===== src/design/ccc_pkg.sv =====
// Types and constants for the calendar clock counter.
// Shared by the controller, the datapath, the top level and the checker.
// No dependencies.
`timescale 1ns / 1ps
`default_nettype none

package ccc_pkg;

  localparam logic [1:0] CMD_UPDATE = 2'd0;
  localparam logic [1:0] CMD_LOAD   = 2'd1;
  localparam logic [1:0] CMD_REBASE = 2'd2;

  localparam logic [15:0] RESET_YEAR   = 16'd2026;
  localparam logic [3:0]  RESET_MONTH  = 4'd3;
  localparam logic [4:0]  RESET_DAY    = 5'd10;
  localparam logic [4:0]  RESET_HOUR   = 5'd23;
  localparam logic [5:0]  RESET_MINUTE = 6'd7;
  localparam logic [5:0]  RESET_SECOND = 6'd30;

  // Last value before a counter wraps (to zero, or to one for the month).
  localparam logic [5:0] SECOND_LAST = 6'd59;
  localparam logic [5:0] MINUTE_LAST = 6'd59;
  localparam logic [4:0] HOUR_LAST   = 5'd23;
  localparam logic [3:0] MONTH_LAST  = 4'd12;

  // Divisibility by 25 on 16 bits: multiply by the inverse of 25 modulo 2^16
  // and the product falls at or below 65535 / 25 exactly for multiples.
  localparam logic [15:0] INV25     = 16'd23593;
  localparam logic [15:0] MULT25_MAX = 16'd2621;

  typedef struct packed {
    logic [1:0]  cmd;
    logic [31:0] now_ms;
    logic [15:0] set_year;
    logic [3:0]  set_month;
    logic [4:0]  set_day;
    logic [4:0]  set_hour;
    logic [5:0]  set_minute;
    logic [5:0]  set_second;
  } req_t;

  typedef struct packed {
    logic [15:0] cur_year;
    logic [3:0]  cur_month;
    logic [4:0]  cur_day;
    logic [4:0]  cur_hour;
    logic [5:0]  cur_minute;
    logic [5:0]  cur_second;
  } rsp_t;

  typedef struct packed {
    logic capture;
    logic load;
    logic rebase;
    logic tick;
    logic publish;
  } ctrl_cmd_t;

  typedef struct packed {
    logic [1:0] cmd;
    logic       due;
    logic       rsp_free;
  } ctrl_status_t;

  // Month length; months outside 1 to 12 count as 31 days.
  function automatic logic [4:0] days_in(input logic [3:0] month, input logic leap);
    logic [4:0] len;
    unique case (month) inside
      4'd2:                   len = leap ? 5'd29 : 5'd28;
      4'd4, 4'd6, 4'd9, 4'd11: len = 5'd30;
      default:                len = 5'd31;
    endcase
    return len;
  endfunction

endpackage

`default_nettype wire


===== src/design/ccc_ctrl.sv =====
// Sequencing state machine of the calendar clock counter.
// Drives the datapath through ccc_pkg::ctrl_cmd_t; depends on ccc_pkg.
`timescale 1ns / 1ps
`default_nettype none

module ccc_ctrl (
  input  wire logic                  clk,
  input  wire logic                  rst,
  input  wire logic                  req_valid,
  output logic                       req_ready,
  input  wire ccc_pkg::ctrl_status_t status,
  output ccc_pkg::ctrl_cmd_t         ctrl
);

  localparam logic [1:0] ST_IDLE = 2'd0;
  localparam logic [1:0] ST_EXEC = 2'd1;
  localparam logic [1:0] ST_STEP = 2'd2;
  localparam logic [1:0] ST_PUSH = 2'd3;

  logic [1:0] state;
  logic [1:0] state_next;

  always_ff @(posedge clk) begin
    if (rst) begin
      state <= ST_IDLE;
    end else begin
      state <= state_next;
    end
  end

  assign req_ready = (state == ST_IDLE);

  always_comb begin
    state_next = state;
    ctrl       = '0;
    unique case (state)
      ST_IDLE: begin
        if (req_valid) begin
          ctrl.capture = 1'b1;
          state_next   = ST_EXEC;
        end
      end
      ST_EXEC: begin
        unique case (status.cmd)
          ccc_pkg::CMD_LOAD: begin
            ctrl.load  = 1'b1;
            state_next = ST_PUSH;
          end
          ccc_pkg::CMD_REBASE: begin
            ctrl.rebase = 1'b1;
            state_next  = ST_PUSH;
          end
          ccc_pkg::CMD_UPDATE: begin
            state_next = ST_STEP;
          end
          default: begin
            state_next = ST_PUSH;
          end
        endcase
      end
      ST_STEP: begin
        // advance one second per cycle until the base catches up
        if (status.due) begin
          ctrl.tick = 1'b1;
        end else begin
          state_next = ST_PUSH;
        end
      end
      ST_PUSH: begin
        if (status.rsp_free) begin
          ctrl.publish = 1'b1;
          state_next   = ST_IDLE;
        end
      end
      default: begin
        state_next = ST_IDLE;
      end
    endcase
  end

endmodule

`default_nettype wire


===== src/design/ccc_datapath.sv =====
// Calendar counters, base stamp and result register of the clock counter.
// Acts on ccc_pkg::ctrl_cmd_t from ccc_ctrl; depends on ccc_pkg.
`timescale 1ns / 1ps
`default_nettype none

module ccc_datapath #(
  parameter int unsigned MS_PER_SECOND = 1000
) (
  input  wire logic                  clk,
  input  wire logic                  rst,
  input  wire ccc_pkg::req_t         req,
  input  wire ccc_pkg::ctrl_cmd_t    ctrl,
  output ccc_pkg::ctrl_status_t      status,
  output logic                       rsp_valid,
  input  wire logic                  rsp_ready,
  output ccc_pkg::rsp_t              rsp
);

  localparam logic [31:0] MsStep = 32'(MS_PER_SECOND);

  ccc_pkg::req_t req_q;

  logic [15:0] year;
  logic [3:0]  month;
  logic [4:0]  day;
  logic [4:0]  hour;
  logic [5:0]  minute;
  logic [5:0]  second;
  logic [31:0] base;
  logic        leap;

  logic [15:0] year_next;
  logic [3:0]  month_next;
  logic [4:0]  day_next;
  logic [4:0]  hour_next;
  logic [5:0]  minute_next;
  logic [5:0]  second_next;

  logic [31:0] diff;
  logic [15:0] year_x_inv;
  logic        div4;
  logic        div16;
  logic        div25;
  logic        sec_wrap;
  logic        min_wrap;
  logic        hour_wrap;
  logic        day_wrap;
  logic        month_wrap;

  always_ff @(posedge clk) begin
    if (ctrl.capture) begin
      req_q <= req;
    end
  end

  assign diff = req_q.now_ms - base;

  // Leap flag is a register on the year; it settles before any month end.
  assign year_x_inv = year * ccc_pkg::INV25;
  assign div4       = (year[1:0] == 2'd0);
  assign div16      = (year[3:0] == 4'd0);
  assign div25      = (year_x_inv <= ccc_pkg::MULT25_MAX);

  always_ff @(posedge clk) begin
    leap <= (div4 && !div25) || (div16 && div25);
  end

  // One-second carry chain; values at or past their limit wrap as well.
  always_comb begin
    sec_wrap   = (second >= ccc_pkg::SECOND_LAST);
    min_wrap   = sec_wrap && (minute >= ccc_pkg::MINUTE_LAST);
    hour_wrap  = min_wrap && (hour >= ccc_pkg::HOUR_LAST);
    day_wrap   = hour_wrap && (day >= ccc_pkg::days_in(month, leap));
    month_wrap = day_wrap && (month >= ccc_pkg::MONTH_LAST);

    second_next = sec_wrap ? 6'd0 : second + 6'd1;
    minute_next = minute;
    hour_next   = hour;
    day_next    = day;
    month_next  = month;
    year_next   = year;
    if (sec_wrap) begin
      minute_next = min_wrap ? 6'd0 : minute + 6'd1;
    end
    if (min_wrap) begin
      hour_next = hour_wrap ? 5'd0 : hour + 5'd1;
    end
    if (hour_wrap) begin
      day_next = day_wrap ? 5'd1 : day + 5'd1;
    end
    if (day_wrap) begin
      month_next = month_wrap ? 4'd1 : month + 4'd1;
    end
    if (month_wrap) begin
      year_next = year + 16'd1;
    end
  end

  always_ff @(posedge clk) begin
    if (rst) begin
      year   <= ccc_pkg::RESET_YEAR;
      month  <= ccc_pkg::RESET_MONTH;
      day    <= ccc_pkg::RESET_DAY;
      hour   <= ccc_pkg::RESET_HOUR;
      minute <= ccc_pkg::RESET_MINUTE;
      second <= ccc_pkg::RESET_SECOND;
      base   <= '0;
    end else if (ctrl.load) begin
      year   <= req_q.set_year;
      month  <= req_q.set_month;
      day    <= req_q.set_day;
      hour   <= req_q.set_hour;
      minute <= req_q.set_minute;
      second <= req_q.set_second;
      base   <= req_q.now_ms;
    end else if (ctrl.rebase) begin
      base <= req_q.now_ms;
    end else if (ctrl.tick) begin
      year   <= year_next;
      month  <= month_next;
      day    <= day_next;
      hour   <= hour_next;
      minute <= minute_next;
      second <= second_next;
      base   <= base + MsStep;
    end
  end

  always_ff @(posedge clk) begin
    if (rst) begin
      rsp_valid <= 1'b0;
    end else if (ctrl.publish) begin
      rsp_valid <= 1'b1;
    end else if (rsp_ready) begin
      rsp_valid <= 1'b0;
    end
  end

  always_ff @(posedge clk) begin
    if (ctrl.publish) begin
      rsp.cur_year   <= year;
      rsp.cur_month  <= month;
      rsp.cur_day    <= day;
      rsp.cur_hour   <= hour;
      rsp.cur_minute <= minute;
      rsp.cur_second <= second;
    end
  end

  assign status.cmd      = req_q.cmd;
  assign status.due      = (diff >= MsStep);
  assign status.rsp_free = !rsp_valid || rsp_ready;

endmodule

`default_nettype wire


===== src/design/calendar_clock_counter.sv =====
// Gregorian calendar clock counter: a state machine (ccc_ctrl) sequences a
// datapath (ccc_datapath) that holds the calendar time and base stamp.
// Depends on ccc_pkg.
//
// One request is taken at a time. A load or rebase is captured, executed and
// published to the result register; an update that catches up n whole seconds
// steps between execute and publish: the calendar counters advance by one
// second per cycle, with the carry through minutes, hours, days, months and
// years settled in that same cycle, so the catch-up length sets the latency.
// The result sits in an output register; the next request is accepted while
// it waits, and a finished result waits only for the previous one to go.
`timescale 1ns / 1ps
`default_nettype none

module calendar_clock_counter #(
  parameter int unsigned MS_PER_SECOND = 1000
) (
  input  wire logic          clk,
  input  wire logic          rst,
  input  wire logic          req_valid,
  output logic               req_ready,
  input  wire ccc_pkg::req_t req,
  output logic               rsp_valid,
  input  wire logic          rsp_ready,
  output ccc_pkg::rsp_t      rsp
);

  ccc_pkg::ctrl_cmd_t    ctrl;
  ccc_pkg::ctrl_status_t status;

  ccc_ctrl u_ctrl (
    .clk       (clk),
    .rst       (rst),
    .req_valid (req_valid),
    .req_ready (req_ready),
    .status    (status),
    .ctrl      (ctrl)
  );

  ccc_datapath #(
    .MS_PER_SECOND (MS_PER_SECOND)
  ) u_datapath (
    .clk       (clk),
    .rst       (rst),
    .req       (req),
    .ctrl      (ctrl),
    .status    (status),
    .rsp_valid (rsp_valid),
    .rsp_ready (rsp_ready),
    .rsp       (rsp)
  );

endmodule

`default_nettype wire


===== config.mk =====
export PLATFORM = sky130hd
export DESIGN_NAME = calendar_clock_counter
export DESIGN_NICKNAME = d
export VERILOG_FILES = /design/src/design/ccc_pkg.sv /design/src/design/ccc_ctrl.sv /design/src/design/ccc_datapath.sv /design/src/design/calendar_clock_counter.sv
export SDC_FILE = /design/constraint.sdc
export NUM_CORES = 1
export LEC_CHECK = 0
export BUFFER_PORTS_ARGS = -buffer_cell sky130_fd_sc_hd__buf_2
export CAP_MARGIN = 20
export CORE_AREA = 4 4 169 138
export CTS_BUF_LIST = sky130_fd_sc_hd__clkbuf_4
export DETAILED_ROUTE_END_ITERATION = 7
export DIE_AREA = 0 0 173 142
export PLACE_DENSITY_LB_ADDON = 0.05
export SLEW_MARGIN = 20
export SYNTH_ARGS = -nofsm -noshare
export SYNTH_HDL_FRONTEND = slang
export SYNTH_HIERARCHICAL = 1
export SYNTH_SLANG_ARGS = --single-unit
export TNS_END_PERCENT = 1

===== constraint.sdc =====
create_clock -name clk -period 4.2 [get_ports clk]
set_input_delay 0 -clock clk [delete_from_list [all_inputs] [get_ports clk]]
set_output_delay 0 -clock clk [all_outputs]
set_load 0.05 [all_outputs]

After elaboration in Yosys (flattened, before gate mapping):

Cells that the tools add are included.
W data, S select, Z words.

* flip-flop bits (word level): 196
* input bits: 80
* output and inout port bits: 44
* logic and storage cells: 133

* add/subtract/negate cells: 8
* multiply operators: 1
* magnitude comparators: 7
* eq/ne operators: 14
* muxes and demuxes: 49
* reductions and logical operators: 30

Operator list (number)
* $mux W32: 3
* $mux W16: 4
* $mux W6: 9
* $mux W5: 10
* $add A32 B10 Y32 const B: 1
* $ge A32 B10 Y1 const B: 1
* $sub A32 B32 Y32: 1
* $mux W4: 5
* $reduce_and A3 Y1: 6
* $add A16 B1 Y16 const B: 1
* $le A16 B12 Y1 const B: 1
* $mul A16 B15 Y16 const B: 1
* $reduce_bool A2 Y1: 7
* $add A6 B1 Y6 const B: 2
* $ge A6 B6 Y1 const B: 2
* $mux W1: 12
* $add A5 B1 Y5 const B: 2
* $pmux W5 S2: 1
* $eq A4 B3 Y1 const B: 2
* $eq A4 B4 Y1 const B: 2
* $mux W2: 4
* $pmux W2 S4: 1
* $eq A2 B2 Y1 const B: 3
* $logic_and A1 B1 Y1: 6
* other kinds (15): 22

Depth between registers and ports, before layout:

* depth after elaboration: 11
* gate-level depth with buffers: 22
* depth with buffers taken out: 20

Cells and area by module:

Netlist, hierarchy kept.

Modules (own cells, without submodules)
* ccc_datapath: times used 1, cells an instance 1130, area an instance 11492.3 sq um, seq. area each 5064.9 sq um
* ccc_ctrl: times used 1, cells an instance 27, area an instance 229.0 sq um, seq. area each 40.0 sq um

Worst setup path after synthesis:

Ideal clock, no wire load.

* path type: flip-flop to flip-flop
* start point: reg u_datapath.base[5]
* end point: reg u_datapath.year[3]
* library setup time: 0.130 ns
* arrival: 4.401 ns
* data required time: 4.070 ns
* slack: -0.331 ns
* cell stages (with the launch flop): 22
* path buffers: 2
* clock period less this slack: 4.531 ns
* cell sequence: dfxtp_1 > inv_1 > ha_1 > a21oi_2 > and2_4 > a31oi_4 > a311oi_4 > mux2_2 > nor4_2 > nand4_1 > nor4b_2 > nand4_1 > nand2_1 > inv_1 > clkbuf_1 > nor2b_1 > a31oi_2 > or2_2 > clkbuf_1 > nor2_1 > o21ai_0 > nand2_1

RTL lines
* start: declaration: line ccc_datapath.sv:29 `logic [31:0] base;`
* start signal: assignment: line ccc_datapath.sv:115 `base <= req_q.now_ms;`
* start signal: assignment: line ccc_datapath.sv:117 `base <= req_q.now_ms;`
* start signal: assignment: line ccc_datapath.sv:125 `base <= base + MsStep;`
* end signal: assignment: line ccc_datapath.sv:101 `year <= ccc_pkg::RESET_YEAR;`
* end signal: assignment: line ccc_datapath.sv:109 `year <= req_q.set_year;`
* end signal: assignment: line ccc_datapath.sv:119 `year <= year_next;`
* end: declaration: line ccc_datapath.sv:23 `logic [15:0] year;`

==> results.ini <==
[status]
status = finished with violations
violations = setup timing

[clock_network]
clk_path_buf_depth = 2
cts.sinks = 196
cts.clk_slew.worst_paths_ps = 170
root_buffer = clkbuf_4
clk_latency_ps = 610
h-tree-depth = 4
numCtsBuffers = 17
cts_tree = done

[timing]
hold_violations = 0
slew_viol_final = 0
relSlewSlack_pct = 49.3
rsz0062_at_grt = true
setup_ws_ps = -194
fin_skew_ps = 25.1
fin_crit_sh_pct = 105
layout_min_cycle_time_ps = 4390
setup_violations = 35
fmax_mhz = 228
worst_slew_pin_slew_ps = 761

[final_layout]
area_delta_synth_final_pct = 26.6
layout.cells.non_filler = 1759
n_antenna_cell = 0
regArea_mm2 = 0.00511
final.fill_count = 1702
nNetsFinal = 1679
drive_gt1_share_pct = 25.1
final_util_pct = 69.0
multiInputGateArea_mm2 = 0.00626

[critical_path]
worstSetupEndpointType = register
crit_fanout = 8
cp.arrival_ps = 4910
path_class = reg -> reg
cp.required_ps = 4710
start_kind = register

[die]
die_h_um = 142
core_area_mm2 = 0.0215
start_util_pct = 54.5
num_rows = 48
io_pins = 124
die-area_mm2 = 0.0246
die_w_um = 173

[pwr]
power_density_mw_per_mm2 = 530
p_total_mw = 7.86
cellLeakagePower_nw = 6.03
peakVddDrop_mv = 0.396

[synthesis]
postSynthCellCount = 1157
synth-seq-cells = 196
ys_seq_area_share_pct = 43.6
synth_common_cells = edfxtp_1, ha_1, inv_1, nor2_1, dfxtp_1
yosys_warnings = 6
syn_area_mm2 = 0.0117
synth_area_leaders = edfxtp_1, dfxtp_1, ha_1
synth.most_common_cell = edfxtp_1
yosys.area.top_type = edfxtp_1
synth_area_per_cell_um2 = 10.1
synthFlopType = edfxtp_1
synth.distinct_cells = 94
async_reset_ff_share_pct = 0
synth_top_cell_area_share_pct = 30.2
synth-edff-count = 118
syn-num-nets = 1365

[placement]
placed_cells = 1626
dpl.hpwl_um = 21800
io_buffer_count = 123
place_ws_ps = -224
place.gp.congestion = 0.928

[route]
num_vias = 9904
first_pass_iters = 6
post-route-drc-count = 0
vias_per_cell = 5.63
wire_per_inst_um = 17.6
wl_um = 30900
drt_iter0_drc = 799
drtAntennaViolNets = 0

[hold_path]
hold_class = in -> reg

[global_route]
antenna_found_initial = 0
grt_pass1_wl_um = 49300
grt_overflow_total = 0
grt_pass1_vias = 9273
grt_max_degree = 77
grt_use_total_pct = 25.0

[flow_run]
maxCapViolCount = 0

[power by group]
group	leakage, nW	total, mW	switching (mW)	internal, mW
logic	4.18	4.12	2.33	1.78
registers	1.69	2.70	0.233	2.47
clock network	0.158	1.04	0.710	0.330
total	6.03	7.86	3.28	4.58
[path summary, 6_finish.rpt]
path	cells after the start	slack, ps	endpoint	startpoint
setup reg to reg	20	-190	u_datapath/year[10]	u_datapath/req_q[42]
hold / removal	2	70	u_datapath/req_q[71]	req[71]
setup / recovery	20	-190	u_datapath/year[10]	u_datapath/req_q[42]
hold reg to reg	2	470	u_datapath/base[2]	u_datapath/base[2]
[registers in the layout (all words and copies together) (netlist names), 5 cells and up]
signal,cells
u_datapath/req_q,74
u_datapath/rsp,42
u_datapath/base,32
u_datapath/year,16
u_datapath/minute,6
u_datapath/second,6
u_datapath/day,5
u_datapath/hour,5
[metal layers]
metal / GRT usage (%) / vias to the layer above / share of wire [%]
met2: 37.7 / 326 / 43
met4: 4.95 / 0 / 0.90
met1: 38.3 / 4705 / 50
met3: 4.36 / 17 / 6.2
met5: 0 / - / 0
li1: - / 4856 / -
[critical path: stages, from the launching register on]
cell	delay, ps
edfxtp_1	400
inv_1	70
ha_2	190
fa_2	210
nor2b_4	50
o2111ai_4	240
a31oi_4	150
a311oi_4	380
buf_4	190
mux2_4	300
nor4_2	210
nand4_1	170
nor4b_2	340
nand4_1	140
nand2_1	130
inv_2	50
nor2b_4	140
a31oi_4	350
nor2_4	120
buf_4	180
a221o_1	310
[area by class of cell]
cell class	count	area share, %
multi-input combinational	815	42.2
sequential	196	34.5
timing repair buffer	332	16.4
inverter	109	2.76
tap	275	2.32
clock buffer	19	0.961
clock inverter	13	0.936
[stage by stage]
step	setup TNS, ps	area (µm²)	hold WS, ps
2_1_floorplan	-213	11700	66.2
3_5_place_dp	-4370	13400	178
3_3_place_gp	-1470	13400	176
6_report	-3000	14800	73.2
4_1_cts	-28.3	14700	24.8
5_1_grt	-13430	14800	15.9
[cells in the final DEF, fill, tap and decap left out, types with 17 or more instances in the layout]
cell type	netlist	final
nand2_1	65	63
a21oi_1	76	71
o21ai_0	62	53
edfxtp_1	118	118
xnor2_1	44	44
fa_1	19	18
o211ai_1	17	17
clkbuf_4	0	19
nor3_1	23	22
buf_4	5	122
buf_2	2	123
dlygate4sd3_1	0	79
ha_1	109	105
dfxtp_1	78	74
nand3_1	33	33
a211oi_1	28	25
inv_1	107	106
nor2_1	104	100
[kinds of logic after synthesis]
group / after synthesis / share of synthesized area, %
compound gates: 312 / 18.7
simple gates: 310 / 12.9
flops: 196 / 43.6
buf+inv: 148 / 5.13
fa+ha+maj: 128 / 14.9
xor+xnor: 54 / 4.03
mux: 9 / 0.811
[repair_timing]
action	4_1_cts	5_1_grt
pin swaps	23	29
buffers inserted	14	6
resized for setup	31	33
hold buffers	79	0
hold endpoints to repair	85	0
setup endpoints to repair	42	61
gates cloned	2	0
(Power assumes the default switching activity.)
